**src/voxel_grid_box_sphere_fill_assert.svh**
```systemverilog
// ----------------------------------------------------------------------------
// voxel grid fill: assertion macros
// shared concurrent assertion forms, clocked on clk and quiet during reset
// ----------------------------------------------------------------------------
`ifndef VOXEL_GRID_BOX_SPHERE_FILL_ASSERT_SVH
`define VOXEL_GRID_BOX_SPHERE_FILL_ASSERT_SVH

// condition holds at every edge
`define VGBSF_ASSERT_ALWAYS(label, cond, msg) \
	label: assert property (@(posedge clk) disable iff (!arst_n) (cond)) \
		else $error(msg);

// consequent holds in the same cycle as the antecedent
`define VGBSF_ASSERT_IMP(label, ante, cons, msg) \
	label: assert property (@(posedge clk) disable iff (!arst_n) (ante) |-> (cons)) \
		else $error(msg);

`endif

```
**src/vgbsf_pkg.sv**
```systemverilog
// ----------------------------------------------------------------------------
// voxel grid fill: shared package
// command and register codes, job and status types, sequencer states
// ----------------------------------------------------------------------------
`default_nettype none

package vgbsf_pkg;

	localparam int DEF_X_SIZE = 32;
	localparam int DEF_Y_SIZE = 32;
	localparam int DEF_Z_SIZE = 32;

	localparam logic [4:0] SMALL_RADIUS = 5'd3;

	localparam logic [2:0] CMD_PUT_VOXEL  = 3'd0;
	localparam logic [2:0] CMD_CUT_VOXEL  = 3'd1;
	localparam logic [2:0] CMD_PUT_BOX    = 3'd2;
	localparam logic [2:0] CMD_CUT_BOX    = 3'd3;
	localparam logic [2:0] CMD_PUT_SPHERE = 3'd4;
	localparam logic [2:0] CMD_CUT_SPHERE = 3'd5;
	localparam logic [2:0] CMD_READ_VOXEL = 3'd6;

	localparam int CFG_INDEX_W = 2;
	localparam logic [CFG_INDEX_W-1:0] REG_DRAW_RED   = 2'd0;
	localparam logic [CFG_INDEX_W-1:0] REG_DRAW_GREEN = 2'd1;
	localparam logic [CFG_INDEX_W-1:0] REG_DRAW_BLUE  = 2'd2;
	localparam logic [CFG_INDEX_W-1:0] REG_DRAW_ALPHA = 2'd3;

	localparam logic [7:0] RESET_RED   = 8'd0;
	localparam logic [7:0] RESET_GREEN = 8'd0;
	localparam logic [7:0] RESET_BLUE  = 8'd0;
	localparam logic [7:0] RESET_ALPHA = 8'd255;

	localparam logic [15:0] TOTAL_MAX = 16'hFFFF;

	localparam int QUEUE_DEPTH = 2;
	localparam int QPTR_W      = $clog2(QUEUE_DEPTH);

	typedef logic [4:0] coord_t;
	typedef logic [5:0] span_t;

	typedef enum logic [1:0] {
		SHAPE_NONE,
		SHAPE_VOXEL,
		SHAPE_BOX,
		SHAPE_SPHERE
	} shape_t;

	typedef struct packed {
		logic  empty;
		span_t lo;
		span_t hi;
	} range_t;

	typedef struct packed {
		logic   fill;
		logic   sphere;
		logic   empty;
		logic   ingrid;
		span_t  xlo;
		span_t  xhi;
		span_t  ylo;
		span_t  yhi;
		span_t  zlo;
		span_t  zhi;
		coord_t xf;
		coord_t yf;
		coord_t zf;
		coord_t radius;
	} job_t;

	typedef struct packed {
		logic full;
		logic nonempty;
	} q_stat_t;

	typedef struct packed {
		logic clearing;
	} back_stat_t;

	typedef enum logic [1:0] {
		ST_CLEAR,
		ST_IDLE,
		ST_SWEEP,
		ST_READ
	} state_t;

endpackage

`default_nettype wire

```
**src/vgbsf_fifo.sv**
```systemverilog
// ----------------------------------------------------------------------------
// voxel grid fill: job queue
// short first-in first-out store between the front end and the sweep engine
// ----------------------------------------------------------------------------
`default_nettype none

module vgbsf_fifo import vgbsf_pkg::*; (
	input  logic    clk,
	input  logic    arst_n,
	input  logic    push,
	input  job_t    push_data,
	input  logic    pop,
	output job_t    pop_data,
	output q_stat_t stat
);

	job_t              ent_q [QUEUE_DEPTH];
	logic [QPTR_W-1:0] wr_ptr_q;
	logic [QPTR_W-1:0] rd_ptr_q;
	logic [QPTR_W:0]   fill_q;

	always_ff @(posedge clk or negedge arst_n) begin
		if (!arst_n) begin
			wr_ptr_q <= '0;
			rd_ptr_q <= '0;
			fill_q   <= '0;
		end else begin
			if (push) begin
				wr_ptr_q <= wr_ptr_q + QPTR_W'(1);
			end
			if (pop) begin
				rd_ptr_q <= rd_ptr_q + QPTR_W'(1);
			end
			if (push && !pop) begin
				fill_q <= fill_q + (QPTR_W+1)'(1);
			end else if (pop && !push) begin
				fill_q <= fill_q - (QPTR_W+1)'(1);
			end
		end
	end

	always_ff @(posedge clk) begin
		if (push) begin
			ent_q[wr_ptr_q] <= push_data;
		end
	end

	assign pop_data      = ent_q[rd_ptr_q];
	assign stat.full     = fill_q == (QPTR_W+1)'(QUEUE_DEPTH);
	assign stat.nonempty = fill_q != '0;

endmodule

`default_nettype wire

```
**config.mk**
```make
export PLATFORM = sky130hd
export DESIGN_NAME = vgbsf_fifo
export DESIGN_NICKNAME = d
export VERILOG_FILES = /design/src/voxel_grid_box_sphere_fill_assert.svh /design/src/vgbsf_pkg.sv /design/src/vgbsf_fifo.sv
export SDC_FILE = /design/constraint.sdc
export NUM_CORES = 1
export LEC_CHECK = 0
export ABC_AREA = 1
export BUFFER_PORTS_ARGS = -buffer_cell sky130_fd_sc_hd__buf_2
export CELL_PAD_IN_SITES_DETAIL_PLACEMENT = 1
export CELL_PAD_IN_SITES_GLOBAL_PLACEMENT = 2
export CORE_MARGIN = 5
export CORE_UTILIZATION = 42
export CTS_CLUSTER_DIAMETER = 120
export DETAILED_ROUTE_END_ITERATION = 7
export GPL_TIMING_DRIVEN = 0
export PLACE_DENSITY = 0.95
export SYNTH_ARGS = -nofsm -noshare
export SYNTH_HDL_FRONTEND = slang
export SYNTH_SLANG_ARGS = --single-unit
```
**constraint.sdc**
```tcl
create_clock -name clk -period 8 [get_ports clk]
set_input_delay 0.4 -clock clk [delete_from_list [all_inputs] [get_ports clk]]
set_output_delay 0.4 -clock clk [all_outputs]
set_load 0.05 [all_outputs]
```
# [After elaboration in Yosys (flattened, before gate mapping)]
# Memories as Yosys holds them, arrays and structs flattened.
# Cells that the tools add are included.
[classes] n_addsub=4 n_eq_ne=1 mux=4 reduce_logical=6
[ops] operator="2-to-1 mux 2 bit" n=2
[ops] operator="nonzero test 2 bit" n=2
[ops] operator="adder 1 bit (second input constant)" n=2
[ops] operator="adder 2 x 1 -> 2 bit (second input constant)" n=1
[ops] operator="equality test 2 bit (second input constant)" n=1
[ops] operator="logical AND 1 bit" n=2
[ops] operator="logical NOT 1 bit" n=2
[ops] operator="2-to-1 mux 1 bit" n=2
[ops] operator="subtractor 2 x 1 -> 2 bit (second input constant)" n=1
[totals] output_inout_bits=62 input_bits=64 regBits=4 memories=1 mem_bits_rw=120
[mem_list] memory="ent_q" depth=2 width=60 read_ports=1 rd_ports_with_merged_regs=0 write_ports=1 line="vgbsf_fifo.sv:17" source="job_t ent_q [QUEUE_DEPTH];"

# [Logic depth before layout (Yosys ltp)]
[logic_depth] word_depth=4 mapped_depth=7 ltp_nobuf=7

# [Least setup slack after synthesis]
# Ideal clock, no wire load.
[synth_timing] path_type="input -> register" from="input port push" to="memory ent_q[0][0] (netlist bit), enable pin" path_slack_ps=4563 t_required_ps=7520 arrival_ps=2957 stages=2 path_buffers=0 setup_ps=480 cell_sequence="inv_1 > nor2_1"
[synth_via] elab_chain_cells=2
[synth_lines] item="start: declaration" line="vgbsf_fifo.sv:10" source="input logic push,"
[synth_lines] item="2-to-1 mux 1 bit" line="vgbsf_fifo.sv:43" source="if (push) begin"
[synth_lines] item="2-to-1 mux 1 bit (implied by the code)" line="vgbsf_fifo.sv:44" source="ent_q[wr_ptr_q] <= push_data;"
[synth_lines] item="end: declaration" line="vgbsf_fifo.sv:17"
# Every way passes these cells.

==> flow_metrics.tcl <==
set metrics [dict create \
    finalHoldViolCount 0 \
    clkTransAtPathRegs_ns 0.06 \
    period_needed_ns 2.03 \
    synthArstFlopShare_pct 3.23 \
    routedWlPerCell_um 18.3 \
    cts_tree "done" \
    synth_area_um2 4840 \
    setup_viol 0 \
    synth_warnings 0 \
    die-area_um2 13800 \
    placedCellCount 482 \
    first_global_vias 2689 \
    synth_fa_ha_area_share_pct 0.259 \
    ys.flop_type "edfxtp_1" \
    grt_start_max_net_pins 32 \
    fmax_mhz 493 \
    insertion_delay_ns 0.40 \
    drv_slew 0 \
    n_antenna_cell 0 \
    core_area_um2 11400 \
    synth_edf_count 120 \
    dp_hpwl_mm 6.40 \
    max_slew.worst_pin.slew_ns 0.936 \
    cts_sinks 124 \
    fin_crit_sh_pct 25.4 \
    yosys.area_share.simple_pct 0.853 \
    grt_pass1_wl_mm 14.8 \
    synth_largest_area_cell "edfxtp_1" \
    required_ns 7.60 \
    synth_cell_type_count 14 \
    initial_core_util_pct 42.6 \
    antenna_found_initial 0 \
    syn_area_per_cell_um2 22.8 \
    synth_seq_area_share_pct 76.5 \
    synthMuxAreaShare_pct 18.5 \
    end_kind "output port" \
    synth-compound-area-share_pct 0 \
    hold_slack_ns 0.179 \
    drive_above_1_share_pct 60.8 \
    tns_ns 0 \
    overflow 0 \
    synthesis.nets 277 \
    ant_nets 0 \
    cts_setup_buffers 0 \
    die_y_um 117 \
    drt-pass1-iter-count 4 \
    synthXorXnorAreaFrac_pct 0.543 \
    netlist.area_leader.share_pct 74.5 \
    cts_buffers 17 \
    cts_resized 0 \
    startpoint_type "register" \
    postCtsHoldBufs 1 \
    nNetsFinal 424 \
    synth_top_family_by_area "multiplexers" \
    cp_max_fo 10 \
    wl_mm 9.42 \
    hp-class "in2reg" \
    die_w_um 117 \
    p_leak_nw 2.65 \
    syn2layout_area_growth_pct 32.2 \
    num_vias 2390 \
    peakVddDrop_uv 201 \
    netlist_top_cells_area "edfxtp_1 74%, mux2_4 18%, buf_12 2.5%, dfrtp_1 2.1%, inv_1 0.54%" \
    synthTopCellsByCount "120 x edfxtp_1, 59 x mux2_4, 7 x inv_1" \
    io_buffers 125 \
    yosysMostFrequentCell "edfxtp_1" \
    io_pins 126 \
    cap_violations 0 \
    gp_congestion 0.649 \
    rsz0062_at_grt "no" \
    fill_cells 1034 \
    drt-initial-drc-count 69 \
    power.density_nw_per_um2 460 \
    clockRootBuffer "clkbuf_16" \
    cp.arrival_ns 1.63 \
    drcViolationCount 0 \
    fin_cells 515 \
    gr-usage-all-layers_pct 14.1 \
    htreeDepth 4 \
    outcome "completed" \
    vias_per_cell 4.64 \
    ys_ff_latch 124 \
    syn_inst 212 \
    finClkSkew_ns 0.00447 \
    critical_path_class "reg2out" \
    rows 39 \
    cts_buffer_depth 2 \
    max-slew-margin-rel_pct 37.5 \
]
-- through the flow --
stage          instance area [um^2]  setup slack, ns  utilization [%]  power (mW)
6_report                       6390             5.97             56.2        2.94
5_1_grt                        6390             5.90             56.2        3.06
4_1_cts                        6390             5.93             56.2        2.98
3_5_place_dp                   5690             6.02             50.0        2.08
3_3_place_gp                   5640             3.03             49.6        2.05
2_1_floorplan                  4840             4.56                -        1.85
-- cells by family after synthesis --
family	Yosys count
buffers and inverters	14
and+or+nand+nor	10
DFF	124
adders and majority gates	1
xor gates and xnor gates	3
muxes	60
-- sequential cells by signal, summed over array words and instances (netlist names) --
| register | cells |
|---|---|
| rd_ptr_q | 1 |
| ent_q | 120 |
| fill_q | 2 |
| wr_ptr_q | 1 |
-- placed cells by master, fill, tap and decap left out, types with 2 or more instances in the layout --
master,synthesis,final
buf_2,0,125
edfxtp_1,120,120
mux2_4,59,59
clkbuf_16,0,17
buf_12,6,8
bufinv_16,0,7
inv_1,7,6
nand2_1,6,6
clkinv_4,0,4
dfrtp_1,4,4
xor2_1,2,2
clkinv_1,0,2
-- where the power goes --
part	total, mW	internal, mW	leakage, nW	switching (mW)
Clock	0.892	0.616	0.333	0.276
Sequential	0.903	0.864	1.17	0.0389
Combinational	1.14	0.395	1.14	0.749
Total	2.94	1.88	2.65	1.06
-- metal layers --
layer	track usage (%)	routed length, um	share of wire (%)	up-vias
li1	-	-	-	1123
met1	14.8	3600	38	1169
met2	24.6	5090	54	83
met3	6.16	602	6.4	15
met4	5.66	123	1.3	0
met5	0	0	0	-
-- critical path, stage by stage, from the launching register on --
cell,delay (ns)
dfrtp_1,0.33
buf_6,0.19
buf_12,0.17
mux2_4,0.31
buf_2,0.21
-- worst paths after layout --
| path | from | to | slack (ns) | cells past startpoint |
|---|---|---|---|---|
| worst max register to register | wr_ptr_q$_DFFE_PN0P_ | ent_q[0][42]$_DFFE_PP_ | 6.20 | 2 |
| worst max-delay path | rd_ptr_q$_DFFE_PN0P_ | pop_data[55] | 5.97 | 4 |
| min in group asynchronous | arst_n | fill_q[1]$_DFFE_PN0P_ | 0.32 | 2 |
| worst min register to register | fill_q[1]$_DFFE_PN0P_ | fill_q[1]$_DFFE_PN0P_ | 0.52 | 2 |
| worst min-delay path | push_data[47] | ent_q[1][47]$_DFFE_PP_ | 0.18 | 1 |
| max in group asynchronous | arst_n | wr_ptr_q$_DFFE_PN0P_ | 7.55 | 2 |
-- final cells by class --
class                           instances  area, um^2  area share [%]
Buffer                                  7         131            2.05
Tap cell                              143         179            2.80
Timing Repair Buffer                  128         676            10.6
Inverter                                7        26.3           0.411
Multi-Input combinational cell         74         985            15.4
Sequential cell                       124        3700            57.9
Clock buffer                           17         425            6.65
Clock inverter                         15         269            4.21
Note: power is estimated with default switching activity, not from simulation.
