### config.mk
export PLATFORM = sky130hd
export DESIGN_NAME = vgbsf_front_flat
export DESIGN_NICKNAME = d
export VERILOG_FILES = /design/src/voxel_grid_box_sphere_fill_assert.svh /design/src/vgbsf_pkg.sv /design/src/vgbsf_cmd_if.sv /design/src/vgbsf_front.sv /design/src/flat_wrapper.sv
export SDC_FILE = /design/constraint.sdc
export NUM_CORES = 1
export LEC_CHECK = 0
export ABC_AREA = 0
export BUFFER_PORTS_ARGS = -buffer_cell sky130_fd_sc_hd__buf_2
export CAP_MARGIN = 20
export CELL_PAD_IN_SITES_DETAIL_PLACEMENT = 1
export CELL_PAD_IN_SITES_GLOBAL_PLACEMENT = 2
export CORE_ASPECT_RATIO = 0.75
export CORE_MARGIN = 1.5
export CORE_UTILIZATION = 25
export DETAILED_ROUTE_END_ITERATION = 8
export GPL_ROUTABILITY_DRIVEN = 0
export PLACE_DENSITY_LB_ADDON = 0.1
export SYNTH_ARGS = -nofsm -noshare
export SYNTH_HDL_FRONTEND = slang
export SYNTH_SLANG_ARGS = --single-unit
### constraint.sdc
create_clock -name vclk -period 2
set_clock_uncertainty 0.1 [all_clocks]
set_input_delay 0 -clock vclk [all_inputs]
set_output_delay 0 -clock vclk [all_outputs]
set_load 0.1 [all_outputs]
### src/voxel_grid_box_sphere_fill_assert.svh
// ----------------------------------------------------------------------------
// voxel grid fill: assertion macros
// shared concurrent assertion forms, clocked on clk and quiet during reset
// ----------------------------------------------------------------------------
`ifndef VOXEL_GRID_BOX_SPHERE_FILL_ASSERT_SVH
`define VOXEL_GRID_BOX_SPHERE_FILL_ASSERT_SVH

// condition holds at every edge
`define VGBSF_ASSERT_ALWAYS(label, cond, msg) \
	label: assert property (@(posedge clk) disable iff (!arst_n) (cond)) \
		else $error(msg);

// consequent holds in the same cycle as the antecedent
`define VGBSF_ASSERT_IMP(label, ante, cons, msg) \
	label: assert property (@(posedge clk) disable iff (!arst_n) (ante) |-> (cons)) \
		else $error(msg);

`endif

### src/vgbsf_pkg.sv
// ----------------------------------------------------------------------------
// voxel grid fill: shared package
// command and register codes, job and status types, sequencer states
// ----------------------------------------------------------------------------
`default_nettype none

package vgbsf_pkg;

	localparam int DEF_X_SIZE = 32;
	localparam int DEF_Y_SIZE = 32;
	localparam int DEF_Z_SIZE = 32;

	localparam logic [4:0] SMALL_RADIUS = 5'd3;

	localparam logic [2:0] CMD_PUT_VOXEL  = 3'd0;
	localparam logic [2:0] CMD_CUT_VOXEL  = 3'd1;
	localparam logic [2:0] CMD_PUT_BOX    = 3'd2;
	localparam logic [2:0] CMD_CUT_BOX    = 3'd3;
	localparam logic [2:0] CMD_PUT_SPHERE = 3'd4;
	localparam logic [2:0] CMD_CUT_SPHERE = 3'd5;
	localparam logic [2:0] CMD_READ_VOXEL = 3'd6;

	localparam int CFG_INDEX_W = 2;
	localparam logic [CFG_INDEX_W-1:0] REG_DRAW_RED   = 2'd0;
	localparam logic [CFG_INDEX_W-1:0] REG_DRAW_GREEN = 2'd1;
	localparam logic [CFG_INDEX_W-1:0] REG_DRAW_BLUE  = 2'd2;
	localparam logic [CFG_INDEX_W-1:0] REG_DRAW_ALPHA = 2'd3;

	localparam logic [7:0] RESET_RED   = 8'd0;
	localparam logic [7:0] RESET_GREEN = 8'd0;
	localparam logic [7:0] RESET_BLUE  = 8'd0;
	localparam logic [7:0] RESET_ALPHA = 8'd255;

	localparam logic [15:0] TOTAL_MAX = 16'hFFFF;

	localparam int QUEUE_DEPTH = 2;
	localparam int QPTR_W      = $clog2(QUEUE_DEPTH);

	typedef logic [4:0] coord_t;
	typedef logic [5:0] span_t;

	typedef enum logic [1:0] {
		SHAPE_NONE,
		SHAPE_VOXEL,
		SHAPE_BOX,
		SHAPE_SPHERE
	} shape_t;

	typedef struct packed {
		logic  empty;
		span_t lo;
		span_t hi;
	} range_t;

	typedef struct packed {
		logic   fill;
		logic   sphere;
		logic   empty;
		logic   ingrid;
		span_t  xlo;
		span_t  xhi;
		span_t  ylo;
		span_t  yhi;
		span_t  zlo;
		span_t  zhi;
		coord_t xf;
		coord_t yf;
		coord_t zf;
		coord_t radius;
	} job_t;

	typedef struct packed {
		logic full;
		logic nonempty;
	} q_stat_t;

	typedef struct packed {
		logic clearing;
	} back_stat_t;

	typedef enum logic [1:0] {
		ST_CLEAR,
		ST_IDLE,
		ST_SWEEP,
		ST_READ
	} state_t;

endpackage

`default_nettype wire

### src/vgbsf_cmd_if.sv
// ----------------------------------------------------------------------------
// voxel grid fill: command channel
// valid/ready channel carrying one command beat
// ----------------------------------------------------------------------------
`default_nettype none

interface vgbsf_cmd_if import vgbsf_pkg::*; ();
	logic       valid;
	logic       ready;
	logic [2:0] command;
	coord_t     x_first;
	coord_t     x_last;
	coord_t     y_first;
	coord_t     y_last;
	coord_t     z_first;
	coord_t     z_last;
	coord_t     radius;

	modport source (
		output valid, command, x_first, x_last, y_first, y_last, z_first, z_last, radius,
		input  ready
	);

	modport sink (
		input  valid, command, x_first, x_last, y_first, y_last, z_first, z_last, radius,
		output ready
	);
endinterface

`default_nettype wire

### src/vgbsf_front.sv
// ----------------------------------------------------------------------------
// voxel grid fill: front end
// takes command beats and turns them into clipped sweep jobs for the queue
// ----------------------------------------------------------------------------
`default_nettype none

module vgbsf_front import vgbsf_pkg::*; #(
	parameter int X_SIZE = DEF_X_SIZE,
	parameter int Y_SIZE = DEF_Y_SIZE,
	parameter int Z_SIZE = DEF_Z_SIZE
) (
	vgbsf_cmd_if.sink  cmd,
	input  back_stat_t bstat,
	input  q_stat_t    qstat,
	output logic       push,
	output job_t       push_data
);

	localparam logic [8:0] X_LIMIT = 9'(X_SIZE - 1);
	localparam logic [8:0] Y_LIMIT = 9'(Y_SIZE - 1);
	localparam logic [8:0] Z_LIMIT = 9'(Z_SIZE - 1);

	function automatic range_t axis_range(input shape_t shape, input coord_t first,
			input coord_t last, input coord_t radius, input logic [8:0] limit);
		logic [8:0] f9;
		logic [8:0] l9;
		logic [8:0] lo9;
		logic [8:0] sum9;
		range_t     r;
		f9   = 9'(first);
		l9   = 9'(last);
		sum9 = f9 + 9'(radius);
		lo9  = (first >= radius) ? 9'(first - radius) : 9'd0;
		r    = '0;
		unique case (shape)
			SHAPE_VOXEL: begin
				r.empty = f9 > limit;
				r.lo    = span_t'(f9);
				r.hi    = span_t'(f9);
			end
			SHAPE_BOX: begin
				r.empty = (l9 < f9) || (f9 > limit);
				r.lo    = span_t'(f9);
				r.hi    = span_t'((l9 > limit) ? limit : l9);
			end
			SHAPE_SPHERE: begin
				r.empty = lo9 > limit;
				r.lo    = span_t'(lo9);
				r.hi    = span_t'((sum9 > limit) ? limit : sum9);
			end
			default: begin
				r.empty = 1'b1;
			end
		endcase
		return r;
	endfunction

	shape_t shape;
	logic   fill;
	range_t rx;
	range_t ry;
	range_t rz;

	always_comb begin
		unique case (cmd.command) inside
			CMD_PUT_VOXEL, CMD_CUT_VOXEL:   shape = SHAPE_VOXEL;
			CMD_PUT_BOX, CMD_CUT_BOX:       shape = SHAPE_BOX;
			CMD_PUT_SPHERE, CMD_CUT_SPHERE: shape = SHAPE_SPHERE;
			default:                        shape = SHAPE_NONE;
		endcase
		unique case (cmd.command) inside
			CMD_PUT_VOXEL, CMD_PUT_BOX, CMD_PUT_SPHERE: fill = 1'b1;
			default:                                    fill = 1'b0;
		endcase
	end

	assign rx = axis_range(shape, cmd.x_first, cmd.x_last, cmd.radius, X_LIMIT);
	assign ry = axis_range(shape, cmd.y_first, cmd.y_last, cmd.radius, Y_LIMIT);
	assign rz = axis_range(shape, cmd.z_first, cmd.z_last, cmd.radius, Z_LIMIT);

	always_comb begin
		push_data.fill   = fill;
		push_data.sphere = shape == SHAPE_SPHERE;
		push_data.empty  = rx.empty || ry.empty || rz.empty;
		push_data.ingrid = (9'(cmd.x_first) <= X_LIMIT) && (9'(cmd.y_first) <= Y_LIMIT)
			&& (9'(cmd.z_first) <= Z_LIMIT);
		push_data.xlo    = rx.lo;
		push_data.xhi    = rx.hi;
		push_data.ylo    = ry.lo;
		push_data.yhi    = ry.hi;
		push_data.zlo    = rz.lo;
		push_data.zhi    = rz.hi;
		push_data.xf     = cmd.x_first;
		push_data.yf     = cmd.y_first;
		push_data.zf     = cmd.z_first;
		push_data.radius = cmd.radius;
	end

	assign cmd.ready = !qstat.full && !bstat.clearing;
	assign push      = cmd.valid && cmd.ready;

endmodule

`default_nettype wire

### src/flat_wrapper.sv
// flat-port wrapper written by rule: the top's interface ports become plain ports
module vgbsf_front_flat import vgbsf_pkg::*;
#(
	parameter int X_SIZE = DEF_X_SIZE,
	parameter int Y_SIZE = DEF_Y_SIZE,
	parameter int Z_SIZE = DEF_Z_SIZE
)
  (bstat, qstat, push, push_data, cmd_valid, cmd_command, cmd_x_first, cmd_x_last, cmd_y_first, cmd_y_last, cmd_z_first, cmd_z_last, cmd_radius, cmd_ready);
  vgbsf_cmd_if cmd_i ();
  input  back_stat_t bstat;
  input  q_stat_t qstat;
  output logic push;
  output job_t push_data;
  input wire logic [$bits(cmd_i.valid)-1:0] cmd_valid;
  input wire logic [$bits(cmd_i.command)-1:0] cmd_command;
  input wire logic [$bits(cmd_i.x_first)-1:0] cmd_x_first;
  input wire logic [$bits(cmd_i.x_last)-1:0] cmd_x_last;
  input wire logic [$bits(cmd_i.y_first)-1:0] cmd_y_first;
  input wire logic [$bits(cmd_i.y_last)-1:0] cmd_y_last;
  input wire logic [$bits(cmd_i.z_first)-1:0] cmd_z_first;
  input wire logic [$bits(cmd_i.z_last)-1:0] cmd_z_last;
  input wire logic [$bits(cmd_i.radius)-1:0] cmd_radius;
  output wire logic [$bits(cmd_i.ready)-1:0] cmd_ready;
  assign cmd_i.valid = cmd_valid;
  assign cmd_i.command = cmd_command;
  assign cmd_i.x_first = cmd_x_first;
  assign cmd_i.x_last = cmd_x_last;
  assign cmd_i.y_first = cmd_y_first;
  assign cmd_i.y_last = cmd_y_last;
  assign cmd_i.z_first = cmd_z_first;
  assign cmd_i.z_last = cmd_z_last;
  assign cmd_i.radius = cmd_radius;
  assign cmd_ready = cmd_i.ready;
  vgbsf_front #(.X_SIZE(X_SIZE), .Y_SIZE(Y_SIZE), .Z_SIZE(Z_SIZE)) u_core (.cmd(cmd_i), .bstat(bstat), .qstat(qstat), .push(push), .push_data(push_data));
endmodule
# After elaboration in Yosys (flattened, before gate mapping)
# Index checks and enable logic that the tools add are counted.
# W data, S select, Z words.
dict set report classes {
  add_sub_neg 6
  magnitude_cmp 12
  eq_ne 8
  muxes 14
  n_reduce_logical 11
}
# operator n
set ops {}
lappend ops {{$pmux W12 S3} 3}
lappend ops {{$gt A9 B5 Y1 const B} 6}
lappend ops {{$mux W9} 3}
lappend ops {{$add A5 B5 Y6} 3}
lappend ops {{$mux W6} 3}
lappend ops {{$sub A5 B5 Y6} 3}
lappend ops {{$ge A5 B5 Y1} 3}
lappend ops {{$lt A5 B5 Y1} 3}
lappend ops {{$pmux W1 S3} 3}
lappend ops {{$eq A3 B2 Y1 const B} 2}
lappend ops {{$eq A3 B3 Y1 const B} 2}
lappend ops {{$pmux W2 S3} 1}
lappend ops {{$reduce_or A2 Y1} 3}
lappend ops {{$eq A2 B2 Y1 const B} 2}
lappend ops {{$eq A3 B1 Y1 const B} 1}
lappend ops {{$logic_not A3 Y1} 1}
lappend ops {{$reduce_or A3 Y1} 1}
lappend ops {{$eq A2 B1 Y1 const B} 1}
lappend ops {{$logic_and A1 B1 Y1} 2}
lappend ops {{$logic_not A1 Y1} 2}
lappend ops {{$logic_or A1 B1 Y1} 2}
lappend ops {{$mux W1} 1}
dict set report totals {
  regBits 0
  output_inout_bits 62
}

# Longest topological paths before layout
# Gate-level depths: netlist of the first run.
dict set report depth {
  word_depth 7
  ltp_mapped 10
}

# Least setup slack after synthesis of the first run
# Ideal clock, no wire load.
dict set report synth_timing {
  path_kind {input -> output}
  startpoint {in cmd_x_first[0]}
  endpoint {out push_data[57] (netlist bit)}
  arrival_ns 4.343
  required_ns 1.900
  path_slack_ns -2.443
  cell_stages 9
  n_path_buf 0
  path_cell_list {inv_1 > ha_1 > fa_1 > nor2b_4 > o21ai_2 > a21oi_1 > o21ai_1 > nor3b_1 > or4_1}
}
# item line
set synth_rtl {}
lappend synth_rtl {{start: declaration} flat_wrapper.sv:16} ;# input wire logic [$bits(cmd_i.x_first)-1:0] cmd_x_first;
lappend synth_rtl {{end: declaration} flat_wrapper.sv:13} ;# output job_t push_data;

==> impl_results.md, run 1 <==
* Status: finished, violations left
* Failing checks: negative setup slack
* Yosys top cell by area: ha_1
* Power share of the clock group at 0%
* Non-filler instance count after layout at 550
* Seq/Total Area, Yosys at 0%
* Tot Pwr at 2.132 mW
* Setup CP Type: in -> out
* Highest metal used: met4
* Post-route ant nets at 0
* Finished Cell Area at 4437 µm²
* Gate Count Post-Synth at 290
* Die Ht at 82.11 µm
* Final worst slack at -0.1529 ns
* Sequential cell area at 0 µm²
* Hold path cells at 3
* Max IR drop VDD at 0.0002434 V
* Post-Syn Area at 2086 µm²
* # rows at 28
* Most frequent cells in the layout: buf_4, buf_2, buf_12, ha_1, inv_1
* Hold path start: cmd_command[0]
* Crit path capture type: output port
* CP Max Fanout at 4
* Max cap viols at 0
* Top-area cell type share of the netlist area at 25.19%
* Clock buf count at 0
* CTS Hold Bufs at 0
* Total Die Area at 8906 µm²
* Vias in the first global route at 2809
* Ant. Diodes at 0
* P per Cell Area at 480.5 nW/µm²
* # IOs at 104
* Sequential cell count at 0
* Placed cell area at 3966 µm²
* Endpoints failing hold at 0
* Syn. warnings at 0
* GRT overflow at 0
* Psw at 1.326 mW
* Detail Placement HPWL at around 8000 µm
* Worst Hold End: push_data[59]
* CP required at 1.90 ns
* Commonest non-fill, non-tap cell in the layout: buf_4
* I/O Buffers at 99
* Starting Density at 26.11%
* Comb power frac at 100.0%
* Metal3 WL at 391 µm
* RSZ-0062 raised after global routing: yes
* Initial antenna violation count at 0
* Fillers at 929
* Wire length on met1 at a little under 5000 µm
* Placed insts at 536
* Post-layout minimum cycle time at 2.153 ns
* Synth area leaders: ha_1, buf_4, a21oi_1
* Hold Path Class: in -> out
* Synth-to-Final Area Change at 112.7%
* DRC Markers at 0
* DR vias at 2701
* Per-cell routed wire length at 18.17 µm
* Met2 WL post-DR at 4549 µm
* Gr usage total at 21.92%
* Drt total wl at between 9000 and 10000 µm
* Fin crit share at 107.6%
* Mapped Avg Cell Area at 7.192 µm²
* CP Launch Type: input port
* Netlist cell types at 50
* Die Span X at 108.5 µm
* Detailed Route Iter0 Violations at 63
* Crit path DAT at 2.05 ns
* Power Internal at between 0.8 and 0.9 mW
* Sequential share of power at 0%
* Fin util at between 50% and 60%
* Fmax at between 400 and 500 MHz
* Detailed Routing Iterations Pass 1 at 4
* Vias per cell at around 4.9
* Final Net Count at 537
* Largest net degree at the start of global routing at 28
* Endpoints failing setup at 10
* Fraction of layout cells with a size suffix above 1 at a little under two thirds
* Slew Limit Fails at 0
* P_leak at 2.032 nW
* First-pass GRT wire length at 15280 µm
* Net Sw Frac at 62.20%
* Multi-input gate area at 2369 µm²
* Core Area at 7988 µm²
[cell usage after synthesis, drive strengths merged, types with 2 or more instances]
cell,count
clkbuf,5
nor2b,10
o21ai,26
xor2,2
nor2,8
buf,29
nand2b,2
nand2,12
a21o,5
o22ai,16
conb,2
mux2i,3
nand3,2
fa,6
o21bai,3
a31oi,2
and3,2
nor3,4
a21oi,26
o21a,6
ha,42
o211ai,3
inv,34
nand3b,2
xnor2,8
o221ai,2
o31ai,2
nor3b,3
a21boi,12
[final cells by class]
type | instances | area share [%]
Multi-Input combinational cell | 224 | 53.38
Inverter | 34 | 3.581
Timing Repair Buffer | 187 | 40.07
Tap cell | 105 | 2.961
[cells by family (layout without fill, tap and decap cells)]
group | Yosys count | in the layout | share of synthesized area (%)
adders and majority gates | 48 | 48 | 30.95
and+or+nand+nor | 50 | 50 | 13.32
muxes | 3 | 3 | 1.440
xor gates and xnor gates | 10 | 10 | 4.199
AOI/OAI and AO/OA | 109 | 109 | 32.87
buffers and inverters | 68 | 221 | 16.86
other | 2 | 4 | 0.3601
[how the worst max path moves through the flow]
| stage | from | end | cells after the start |
|---|---|---|---|
| 2_1_floorplan | cmd_radius[2] | push_data[29] | 7 |
| 3_3_place_gp | cmd_radius[2] | push_data[22] | 12 |
| 3_5_place_dp | cmd_radius[2] | push_data[22] | 12 |
| 4_1_cts | cmd_radius[1] | push_data[57] | 10 |
| 5_1_grt | cmd_radius[1] | push_data[57] | 10 |
| 6_report | cmd_radius[1] | push_data[57] | 10 |
[routing by layer]
layer	track usage [%]	up-vias
li1	-	1315
met1	32.71	1303
met2	36.60	77
met3	0.7849	6
met4	1.053	0
met5	0	-
[worst max-delay path, stage by stage]
cell,delay (ns)
buf_8,0.08
clkinvlp_4,0.23
ha_4,0.36
nor2b_1,0.18
o21ai_1,0.13
a21boi_1,0.18
o21ai_0,0.10
nor3b_4,0.17
or4_4,0.44
buf_12,0.18
[through the flow]
step / setup TNS (ns) / hold slack [ns] / worst slack (ns)
final: -0.5499 / 0.2897 / -0.1529
after floorplan: -5.370 / 0.07431 / -0.6105
after detailed placement: -3.033 / 0.2920 / -0.3162
after global placement: -2.120 / 0.2827 / -0.2858
after global routing: -1.819 / 0.3017 / -0.2468
after CTS: -0.6254 / 0.2930 / -0.1140
[power groups by stage]
stage | Combinational [mW] | Clock, mW | Sequential (mW)
floorplan | 1.29 | 0 | 0
global placement | 1.93 | 0 | 0
detailed placement | 1.96 | 0 | 0
CTS | 2.05 | 0 | 0
global route | 2.23 | 0 | 0
finish | 2.13 | 0 | 0
[repair_timing]
action / CTS / global route
setup buffers: 13 / 6
resized for setup: 49 / 49
pin swaps: 28 / 36
setup endpoints to repair: 26 / 23
No activity file was read; power rests on OpenSTA's default activity.
==> run 2: changes to the inputs <==
Settings changed: TNS_END_PERCENT set to 20.
Clock period 2 ns to 2.5 ns, I/O delays scaled along.
==> impl_results.md, run 2 (same netlist as run 1, synthesis figures left out) <==
* Status: complete, no violations
* Power Internal at 0.3711 mW
* I/O Buffers at 99
* Slew Limit Fails at 0
* Final Net Count at 466
* Die Ht at 82.11 µm
* Psw at around 0.90 mW
* Max IR drop VDD at ~0.00018 V
* Vias per cell at around 4.8
* Gr usage total at 18.22%
* P per Cell Area at 422.5 nW/µm²
* CTS Hold Bufs at 0
* # IOs at 104
* Hold path cells at 3
* CP Launch Type: input port
* Per-cell routed wire length at 16.69 µm
* Detailed Routing Iterations Pass 1 at 4
* Endpoints failing hold at 0
* Drt total wl at 7996 µm
* Post-route ant nets at 0
* Fin util at 37.66%
* Hold path start: qstat[1]
* Fraction of layout cells with a size suffix above 1 at 34.22%
* Fillers at 1009
* Crit path DAT at 2.26 ns
* Setup CP Type: in -> out
* Core Area at 7988 µm²
* Sequential share of power at 0%
* # rows at 28
* Most used cell, CP: nor2_1
* Total Die Area at 8906 µm²
* Comb power frac at 100.0%
* Slew margin rel. at between 60% and 70%
* Worst hold slack at ~0.29 ns
* Non-filler instance count after layout at around 480
* Hold Path Class: in -> out
* Max cap viols at 0
* Power share of the clock group at 0%
* Ant. Diodes at 0
* Fmax at 423.7 MHz
* Largest net degree at the start of global routing at 22
* CP max stage cell: o31ai_1
* CP Max Fanout at 4
* # Post-CTS Setup Buffers at 0
* Synth-to-Final Area Change at 44.21%
* First-pass GRT wire length at 12750 µm
* Initial antenna violation count at 0
* Cell Chain, Critical Path: buf_2 -> inv_1 -> ha_1 -> nor2b_1 -> o21a_1 -> nor2_1 -> o31ai_1 -> buf_4 -> nor2_1 -> o21ai_0 -> buf_12
* Most frequent cells in the layout: buf_2, ha_1, inv_1, a21oi_1, buf_12
* Die Span X at approximately 110 µm
* Endpoints failing setup at 0
* Placed insts at 479
* Crit-path max cell delay at 0.47 ns
* CP required at 2.40 ns
* P_leak at 1.513 nW
* Net Sw Frac at 70.80%
* Sequential cell area at 0 µm²
* Starting Density at 26.11%
* Detail Placement HPWL at around 6800 µm
* Crit path capture type: output port
* Sequential cell count at 0
* Worst-Margin Slew at between 0.5 and 0.6 ns
* Clock buf count at 0
* Vias in the first global route at 2373
* GRT overflow at 0
* Fin crit share at a little over nine tenths
* Commonest non-fill, non-tap cell in the layout: buf_2
* DR vias at roughly 2300
* DRC Markers at 0
* Multi-input gate area at 1774 µm²
* Worst Hold End: cmd_ready
* Post-layout minimum cycle time at between 2 and 2.5 ns
* Detailed Route Iter0 Violations at 60
* Worst Setup SP: cmd_radius[1]
* RSZ-0062 raised after global routing: no
* Post_cts resized at 0
[run 2: power by group through the flow]
| stage | registers, mW | clock network, mW | logic [mW] |
|---|---|---|---|
| 2_1_floorplan | 0 | 0 | 0.917 |
| 3_3_place_gp | 0 | 0 | 1.26 |
| 3_5_place_dp | 0 | 0 | 1.27 |
| 4_1_cts | 0 | 0 | 1.27 |
| 5_1_grt | 0 | 0 | 1.34 |
| 6_report | 0 | 0 | 1.27 |
[run 2: worst max path at each step]
stage | to | depth (start not counted) | slack (ns)
global placement | push_data[57] | 11 | 0.11
finish | push_data[45] | 11 | 0.14
global route | push_data[57] | 11 | 0.02
detailed placement | push_data[57] | 11 | 0.05
CTS | push_data[57] | 11 | 0.05
floorplan | push_data[57] | 9 | -0.89
[run 2: final cells by class]
| class | count | share of cell area (%) |
|---|---|---|
| repair buffers | 116 | 32.40 |
| well taps | 105 | 4.368 |
| inverters | 34 | 4.243 |
| multi-input cells | 224 | 58.99 |
[run 2: critical path: cells and delay by family]
family	cells	cell delay, ns
AO/OA/AOI/OAI	3	0.96
buffers and inverters	4	0.76
adder cells (fa/ha/maj)	1	0.31
AND/OR/NAND/NOR	3	0.21
[run 2: layer usage]
layer / vias up / track usage (%) / part of all wire [%]
met4: 0 / 0 / 0
met1: 1085 / 28.21 / 53
met5: - / 0 / 0
met2: 61 / 28.99 / 42
li1: 1171 / - / -
met3: 0 / 1.256 / 4.7
[run 2: metrics by stage]
| stage | power [mW] | instance area [µm²] | setup TNS [ns] | setup slack [ns] |
|---|---|---|---|---|
| floorplan | 0.9174 | 2126 | -5.779 | -0.8868 |
| CTS | 1.274 | 3002 | 0 | 0.04753 |
| finish | 1.271 | 3008 | 0 | 0.1396 |
| detailed placement | 1.270 | 3002 | 0 | 0.05247 |
| global route | 1.345 | 3008 | 0 | 0.01621 |
| global placement | 1.264 | 3002 | 0 | 0.1079 |
==> run 3: changes to the inputs <==
Settings changed: CELL_PAD_IN_SITES_DETAIL_PLACEMENT 1 to unset, CELL_PAD_IN_SITES_GLOBAL_PLACEMENT 2 to unset, PLACE_DENSITY_LB_ADDON 0.1 to unset.
==> impl_results.md, run 3 (same netlist as run 1, synthesis figures left out) <==
* Status: complete, no violations
* Per-cell routed wire length at 15.39 µm
* Hold path start: cmd_command[0]
* Detailed Route Iter0 Violations at 139
* P_leak at 1.500 nW
* Final worst slack at 0.1238 ns
* Die Span X at 108.5 µm
* Crit path DAT at approximately 2.3 ns
* Post-layout minimum cycle time at 2.376 ns
* Core Area at 7988 µm²
* Max cap viols at 0
* CP required at 2.40 ns
* Sequential cell count at 0
* Drt total wl at around 7300 µm
* Pre-CTS setup slack at 0.1073 ns
* Final Net Count at about 460
* Fillers at 849
* Sequential share of power at 0%
* Gr usage total at 16.19%
* DRC Markers at 0
* Initial antenna violation count at 0
* P per Cell Area at around 420 nW/µm²
* CP Max Fanout at 6
* Slew margin rel. at 49.72%
* Power Internal at 0.3664 mW
* # Post-CTS Setup Buffers at 0
* Setup crit end: push_data[50]
* Synth-to-Final Area Change at 42.59%
* Crit path capture type: output port
* Ant. Diodes at 0
* Setup CP Type: in -> out
* # rows at 28
* Placed cell area at 2972 µm²
* Clock buf count at 0
* Setup TNS at 0 ns
* Most frequent cells in the layout: buf_2, ha_1, inv_1, a21oi_1, buf_12
* Fmax at 420.8 MHz
* # IOs at ~100
* Power share of the clock group at 0%
* Fin util at 37.23%
* I/O Buffers at 99
* Comb power frac at 100.0%
* Endpoints failing hold at 0
* Psw at just under 0.9 mW
* Vias per cell at 4.969
* Vias in the first global route at 2250
* Net Sw Frac at a little under three quarters
* Worst hold slack at 0.2863 ns
* Multi-input gate area at 1774 µm²
* Placed insts at 477
* Total Die Area at 8906 µm²
* Detailed Routing Iterations Pass 1 at 5
* CP Launch Type: input port
* Finished Cell Area at slightly below 3000 µm²
* GRT overflow at 0
* Fraction of layout cells with a size suffix above 1 at 33.87%
* Die Ht at 82.11 µm
* Slew Limit Fails at 0
* Endpoints failing setup at 0
* Worst-Margin Slew at approximately 0.75 ns
* RSZ-0062 raised after global routing: no
* Fin crit share at 95.05%
* Detail Placement HPWL at 6211 µm
* Largest net degree at the start of global routing at 28
* Non-filler instance count after layout at between 400 and 500
* Commonest non-fill, non-tap cell in the layout: buf_2
* First-pass GRT wire length at about 11000 µm
* Hold Path Class: in -> out
* Sequential cell area at 0 µm²
* DR vias at 2370
* Post-route ant nets at 0
* Starting Density at about a quarter
* Max IR drop VDD at roughly 0.00023 V
* Worst Setup SP: cmd_radius[0]
* Tot Pwr at 1.257 mW
run 3: cell types whose count changed in the layout (fill, tap and decap cells not counted):
| cell | before | now |
|---|---|---|
| buf_12 | 23 | 22 |
| buf_2 | 75 | 76 |
| buf_4 | 17 | 16 |
| buf_6 | 1 | 0 |
| o21ai_0 | 18 | 19 |
| o21ai_1 | 6 | 5 |
run 3: area by class of cell:
| type | count | area share (%) |
|---|---|---|
| inverters | 34 | 4.291 |
| multi-input cells | 224 | 59.66 |
| well taps | 105 | 4.417 |
| repair buffers | 114 | 31.64 |
run 3: timing repair:
action,CTS,global route
hold buffers,0,0
gates resized for setup,0,2
setup endpoints to repair,0,1
run 3: how the worst min path moves through the flow:
stage	end	slack, ns	cells past startpoint
after floorplan	push_data[0]	0.11	1
after global placement	cmd_ready	0.29	3
after detailed placement	push_data[59]	0.29	3
after CTS	push_data[59]	0.29	3
after global routing	push_data[59]	0.30	3
final	push_data[59]	0.29	3
run 3: worst max-delay path: stages:
cell	delay (ns)
buf_2	0.15
buf_4	0.16
ha_1	0.22
fa_1	0.45
nor2b_4	0.13
o21ai_2	0.06
a21oi_1	0.19
o21ai_1	0.12
buf_4	0.18
o22ai_1	0.15
buf_2	0.45
run 3: per-layer routing:
| layer | wire length (µm) | track usage (%) |
|---|---|---|
| met1 | 3687 | 24.25 |
| met2 | 3046 | 26.42 |
| met3 | 562 | 1.099 |
| met4 | 46 | 0.9211 |
| met5 | 0 | 0 |
run 3: power groups by stage:
stage	Clock [mW]	Sequential [mW]	Combinational, mW
6_report	0	0	1.26
5_1_grt	0	0	1.33
4_1_cts	0	0	1.26
3_5_place_dp	0	0	1.25
3_3_place_gp	0	0	1.24
2_1_floorplan	0	0	0.917
